[config.mk]
export PLATFORM = sky130hd
export DESIGN_NAME = fdla_fifo
export DESIGN_NICKNAME = d
export VERILOG_FILES = /design/src/hw/rtl/assert_macros.svh /design/src/hw/rtl/fdla_fifo.sv
export SDC_FILE = /design/constraint.sdc
export NUM_CORES = 1
export LEC_CHECK = 0
export BUFFER_PORTS_ARGS = -buffer_cell sky130_fd_sc_hd__buf_4
export CAP_MARGIN = 40
export CORE_MARGIN = 2
export CORE_UTILIZATION = 50
export DETAILED_ROUTE_END_ITERATION = 10
export GPL_ROUTABILITY_DRIVEN = 0
export MAX_ROUTING_LAYER = met4
export PLACE_DENSITY = 0.72
export SYNTH_ARGS = -nofsm -noshare
export SYNTH_HDL_FRONTEND = slang
export SYNTH_SLANG_ARGS = --single-unit
[constraint.sdc]
create_clock -name clk -period 1.9 [get_ports clk]
set_input_delay 0.285 -clock clk [delete_from_list [all_inputs] [get_ports clk]]
set_output_delay 0.285 -clock clk [all_outputs]
set_load 0.1 [all_outputs]
[src/hw/rtl/assert_macros.svh]
// ----------------------------------------------------------------------------
// Assertion macros shared by the delay line RTL.
// Each macro expects signals named clk and rst_n in the calling module.
// ----------------------------------------------------------------------------
`ifndef ASSERT_MACROS_SVH
`define ASSERT_MACROS_SVH

// Check a condition at every clock edge outside reset.
`define FDLA_CHECK(name, expr, msg) \
    name: assert property (@(posedge clk) disable iff (!rst_n) (expr)) \
        else $error(msg);

// Check a consequence in the same cycle as its trigger.
`define FDLA_CHECK_SAME(name, ante, cons, msg) \
    name: assert property (@(posedge clk) disable iff (!rst_n) (ante) |-> (cons)) \
        else $error(msg);

// Check a consequence in the cycle after its trigger.
`define FDLA_CHECK_NEXT(name, ante, cons, msg) \
    name: assert property (@(posedge clk) disable iff (!rst_n) (ante) |=> (cons)) \
        else $error(msg);

`endif

[src/hw/rtl/fdla_fifo.sv]
// ----------------------------------------------------------------------------
// fdla_fifo
// Small register FIFO; the writer keeps track of room through level.
// ----------------------------------------------------------------------------
module fdla_fifo #(
    parameter int WIDTH = 16,
    parameter int DEPTH = 4
) (
    input  logic                       clk,
    input  logic                       rst_n,
    input  logic                       push,
    input  logic [WIDTH-1:0]           push_data,
    input  logic                       pop,
    output logic [WIDTH-1:0]           pop_data,
    output logic                       empty,
    output logic [$clog2(DEPTH+1)-1:0] level
);

    localparam int PW = $clog2(DEPTH);
    localparam int LW = $clog2(DEPTH + 1);
    localparam logic [PW-1:0] LAST = PW'(DEPTH - 1);

    logic [WIDTH-1:0] storage_reg [DEPTH];
    logic [PW-1:0]    wr_ptr_reg, wr_ptr_next;
    logic [PW-1:0]    rd_ptr_reg, rd_ptr_next;
    logic [LW-1:0]    level_reg, level_next;
    logic             do_pop;

    assign empty    = (level_reg == '0);
    assign level    = level_reg;
    assign pop_data = storage_reg[rd_ptr_reg];
    assign do_pop   = pop && !empty;

    always_comb
    begin
        wr_ptr_next = wr_ptr_reg;
        rd_ptr_next = rd_ptr_reg;
        if (push)
        begin
            wr_ptr_next = (wr_ptr_reg == LAST) ? '0 : wr_ptr_reg + 1'b1;
        end
        if (do_pop)
        begin
            rd_ptr_next = (rd_ptr_reg == LAST) ? '0 : rd_ptr_reg + 1'b1;
        end
        level_next = level_reg + LW'(push) - LW'(do_pop);
    end

    always_ff @(posedge clk or negedge rst_n)
    begin
        if (!rst_n)
        begin
            wr_ptr_reg <= '0;
            rd_ptr_reg <= '0;
            level_reg  <= '0;
        end
        else
        begin
            wr_ptr_reg <= wr_ptr_next;
            rd_ptr_reg <= rd_ptr_next;
            level_reg  <= level_next;
        end
    end

    always_ff @(posedge clk)
    begin
        if (push)
        begin
            storage_reg[wr_ptr_reg] <= push_data;
        end
    end

endmodule

-- Word level (Yosys, flattened, before mapping)
Memory sizes are Yosys's and may differ from the RTL's.
Cells that the tools add are included.
Widths: inputs -> output; s select.
- bits in registers: 7
- RAM bits: 64
- output and inout bits: 20
- logic and storage cells: 17
- memories: 1
- add/sub/neg operators: 4
- equal/unequal tests: 2
- muxes and demuxes: 4
- reduce and logical (&&, ||, !) cells: 3
- memory list (name ; words ; width ; rd ports ; clocked after memory_dff ; wr ports ; RTL line ; source):
    storage_reg ; 4 ; 16 ; 1 ; 0 ; 1 ; fdla_fifo.sv:23 ; logic [WIDTH-1:0] storage_reg [DEPTH];
- operator list (kind ; number):
    $add 2x1->2 const B ; 2
    $eq 2x2->1 const B ; 2
    $mux 2 ; 2
    $add 3x1->3 ; 1
    $logic_not 3->1 ; 1
    $sub 3x1->3 ; 1
    $mux 1 ; 2
    $logic_and 1x1->1 ; 1
    $logic_not 1->1 ; 1

-- Longest topological paths before layout
- depth after elaboration: 4
- mapped depth: 9
- gate-level depth less buffers: 9

-- Worst setup path after synthesis
No wires, ideal clock.
- path type: reg2out
- start: register level_reg[1], in the netlist level[1]
- end: output port empty
- arrival time: 3.006 ns
- required time: 1.615 ns
- path slack: -1.391 ns
- stages on the path, launching flop included: 2
- path buffers: 0
- cell sequence: dfrtp_1 > nor3_1
- word-level cells in the longest chain between the ends: 1
- ends and longest elaborated chain (element ; RTL line ; source):
    start: declaration ; fdla_fifo.sv:26 ; logic [LW-1:0] level_reg, level_next;
    start signal: assignment ; fdla_fifo.sv:61 ; level_reg <= level_next;
    $logic_not 3->1 ; fdla_fifo.sv:29 ; assign empty = (level_reg == '0);
    end: declaration ; fdla_fifo.sv:15 ; output logic empty,
Every way passes these cells.

-- Worst setup path in the final report
- start: register level_reg[0], in the netlist level[0]
- end: register level_reg[2], in the netlist level[2]
- word-level cells in the longest chain between the ends: 4
- elaborated cells between the ends (all ways): 5
- ends and longest elaborated chain (element ; RTL line ; source):
    $logic_not 3->1 ; fdla_fifo.sv:29 ;
    $logic_not 1->1 ; fdla_fifo.sv:32 ; assign do_pop = pop && !empty;
    $logic_and 1x1->1 ; fdla_fifo.sv:32 ;
    via do_pop ; fdla_fifo.sv:27 ; logic do_pop;
    $sub 3x1->3 ; fdla_fifo.sv:46 ; level_next = level_reg + LW'(push) - LW'(do_pop);
    via level_next[2] ; fdla_fifo.sv:26 ;
The timed path passes the listed nets, and every way through them passes these cells.
A chain may end at the register's enable or synchronous reset.

==> results.txt <==
----------------------------------------------------
[GRT]
  Vias in the first global route ... 1517
  Global-route layer with the greatest usage ... met2
  Overflow left after global routing ... 0
  Pin count of the biggest net entering global routing ... 12
  Met3 Track Usage GR ... 5.172%
  Overall routing resource usage ... 17.97%
  First-pass GRT wire length ... 7.624 mm
  Initial antenna violation count ... 0
  Met1 demand-to-capacity share in global routing ... 20.36%
  Routing usage on met2 ... 30.52%

[Floorplan]
  Height of the chip ... 78.38 um
  Number of cell rows ... 27
  Area of the die ... 6143 sq um
  Placeable Area ... 5439 sq um
  Starting density of the core ... 50.86%
  Die Width ... 78.38 um
  IO Count ... 40

[Yosys]
  Cell types with the highest counts after synthesis ... 64 x sky130_fd_sc_hd__edfxtp_1, 8 x sky130_fd_sc_hd__mux4_1, 8 x sky130_fd_sc_hd__mux4_2
  Top flip-flop cell by instance count after synthesis ... sky130_fd_sc_hd__edfxtp_1
  Fraction of the yosys area taken by sequential cells ... 75.80%
  Post-Syn Nets ... 149
  Async SR Flop Fraction ... 9.859%
  Count of different cell masters after synthesis ... 19
  FF+latch count, synth ... 71
  Mean post-synth cell area ... 22.86 sq um
  Count leader, synth ... sky130_fd_sc_hd__edfxtp_1
  Top cells by area in the synthesized netlist ... sky130_fd_sc_hd__edfxtp_1 69%, sky130_fd_sc_hd__mux4_1 7.6%, sky130_fd_sc_hd__mux4_2 6.5%
  Cells after synthesis ... 121
  Post-synthesis cell type with the largest combined area ... sky130_fd_sc_hd__edfxtp_1
  Yosys synthesis warning count ... 0
  Cell Area, Synth ... 2766 sq um
  Yosys top cell area share ... 69.47%
  Number of enable-type register cells in the synthesized netlist ... 64

[Critical path]
  Worst path cell trace ... o31ai_4 -> inv_1 -> ha_1 -> inv_1 -> ha_1 -> inv_1 -> fa_2 -> xnor2_2 -> xnor2_1
  Count of buffer and inverter cells on the critical path ... 3
  Critical Path Most Common Cell ... sky130_fd_sc_hd__inv_1
  Top cell family by delay on the critical path ... adder cells
  Max Fanout on Critical Path ... 2
  CP max stage cell ... sky130_fd_sc_hd__dfrtp_4
  Worst stage delay on the critical path ... 490 ps
  Critical Path Source Type ... flip-flop
  Critical path required time ... 2120 ps
  CP Capture Type ... flip-flop
  Category of the most critical setup path ... reg -> reg
  Critical path arrival ... 2310 ps

[Detailed routing]
  Vias ... 1338
  1st-pass router iterations ... 4
  Number of nets with antenna violations after detailed routing ... 0
  Routed via count divided by cell count ... 5.107
  Detailed router's first-iteration violation count ... 94
  Final WL ... 4.735 mm
  # DRC ... 0
  Mean routed wirelength per cell ... 18.07 um

[CTS]
  Register clock-pin slew on the reported worst setup and hold paths ... 70 ps
  H-tree depth ... 3
  Maximum clock path buffer count ... 2
  TritonCTS clock tree ... yes
  Library cell used as clock root buffer ... sky130_fd_sc_hd__clkbuf_8
  CTS Sinks ... 71
  Clock latency on the worst-skew pair ... 330 ps
  CTS buffer count ... 9

[Run status]
  Failing checks ... negative setup slack
  Status ... finished, violations left

[Run]
  Maximum Capacitance Violations ... 0

[Layout]
  Fraction of layout instances using a drive strength above 1 ... 47.89%
  Final Net Count ... 213
  Number of flip-flops in the largest register ... 64
  Signed area change from the synthesized netlist to the final layout ... 28.86%
  Utilization after layout ... 65.54%
  Diode count ... 0

[STA]
  Setup repair after global routing missed its margin ... yes
  Relative slew slack ... 81.50%
  Final setup violating endpoints ... 18
  Final setup slack of the worst path ... -196.0 ps
  Number of pins with negative max-slew slack in the final report ... 0
  Clock period minus final worst setup slack ... 2096 ps
  Clock skew ... 4.336 ps
  Share of the clock period used by the worst path after layout ... 110.3%
  Highest attainable clock frequency ... 0.4771 GHz
  Final Hold Violating Endpoints ... 0
  Hold Slack ... 147.6 ps
  Pin slew with the least headroom to its limit ... 279.7 ps

[Placement]
  Post-placement setup slack ... -218.4 ps
  Placed wire-length estimate after detailed placement ... 3.276 mm
  Quantity of I/O buffers inserted on ports ... 39

[Min path]
  Worst hold path class ... in -> reg

----------------------------------------------------
## cell type report
type	count	area, sq um
clock buffer	10	127.6
clock inverter	6	75.07
inverter	7	26.28
sequential	71	2108
timing repair buffer	57	529.3
multi-input combinational	39	608.1
tap	72	90.09
fill	365	1874
## layout by cell type, fill, tap and decap left out, types with 2 or more instances in the layout
cell type / Yosys / layout
sky130_fd_sc_hd__edfxtp_1: 64 / 64
sky130_fd_sc_hd__buf_4: 0 / 38
sky130_fd_sc_hd__mux4_2: 8 / 14
sky130_fd_sc_hd__buf_6: 1 / 11
sky130_fd_sc_hd__clkbuf_8: 0 / 9
sky130_fd_sc_hd__inv_1: 7 / 7
sky130_fd_sc_hd__ha_1: 7 / 7
sky130_fd_sc_hd__buf_8: 0 / 6
sky130_fd_sc_hd__and2_1: 4 / 4
sky130_fd_sc_hd__clkinv_1: 0 / 4
sky130_fd_sc_hd__dfrtp_1: 7 / 4
sky130_fd_sc_hd__dfrtp_4: 0 / 3
sky130_fd_sc_hd__mux4_1: 8 / 2
sky130_fd_sc_hd__o21ai_0: 2 / 2
sky130_fd_sc_hd__mux2_2: 2 / 2
sky130_fd_sc_hd__bufinv_16: 0 / 2
## final timing paths
path / start / to / slack [ps] / cells after the start
worst min-delay path: push_data[9] / storage_reg[2][9] / 150 / 1
worst min register to register: rd_ptr_reg[1] / rd_ptr_reg[1] / 590 / 1
worst max-delay path: level[0] / level[2] / -200 / 9
worst max register to register: level[0] / level[2] / -200 / 9
max in group asynchronous: rst_n / level[2] / 1470 / 2
min in group asynchronous: rst_n / level[1] / 290 / 2
## cells by family after synthesis
family	count (synthesis)	synth area share, %
AO/OA/AOI/OAI	3	0.6333
XOR/XNOR	2	0.6333
adder cells (fa/ha/maj)	8	3.890
buffers and inverters	11	2.443
flip-flops	71	75.80
multiplexers	18	14.93
AND/OR/NAND/NOR	8	1.673
## per-stage QoR
stage | TNS (ps) | cells | area [sq um]
2_1_floorplan | -799.0 | 121 | 2799
3_3_place_gp | -90.86 | 244 | 3261
3_5_place_dp | -313.8 | 244 | 3261
4_1_cts | -1682 | 262 | 3560
5_1_grt | -2057 | 262 | 3565
6_report | -1029 | 262 | 3565
## metal layers
layer,wire length [um],vias up,share of wire (%)
li1,-,615,-
met2,2569,29,54
met3,172,7,3.6
met5,0,-,0
met4,71,0,1.5
met1,1923,687,41
## what timing repair did
| item | CTS | global route |
|---|---|---|
| gates resized for setup | 24 | 9 |
| pin swaps | 1 | 0 |
| endpoints found under the hold margin | 7 | 0 |
| cloned | 0 | 0 |
| setup buffers | 1 | 0 |
| setup endpoints to repair | 18 | 18 |
| hold buffers | 1 | 0 |
Power is not shown: default switching activity piles up to over one toggle a cycle in this logic, so the estimate is an artifact.
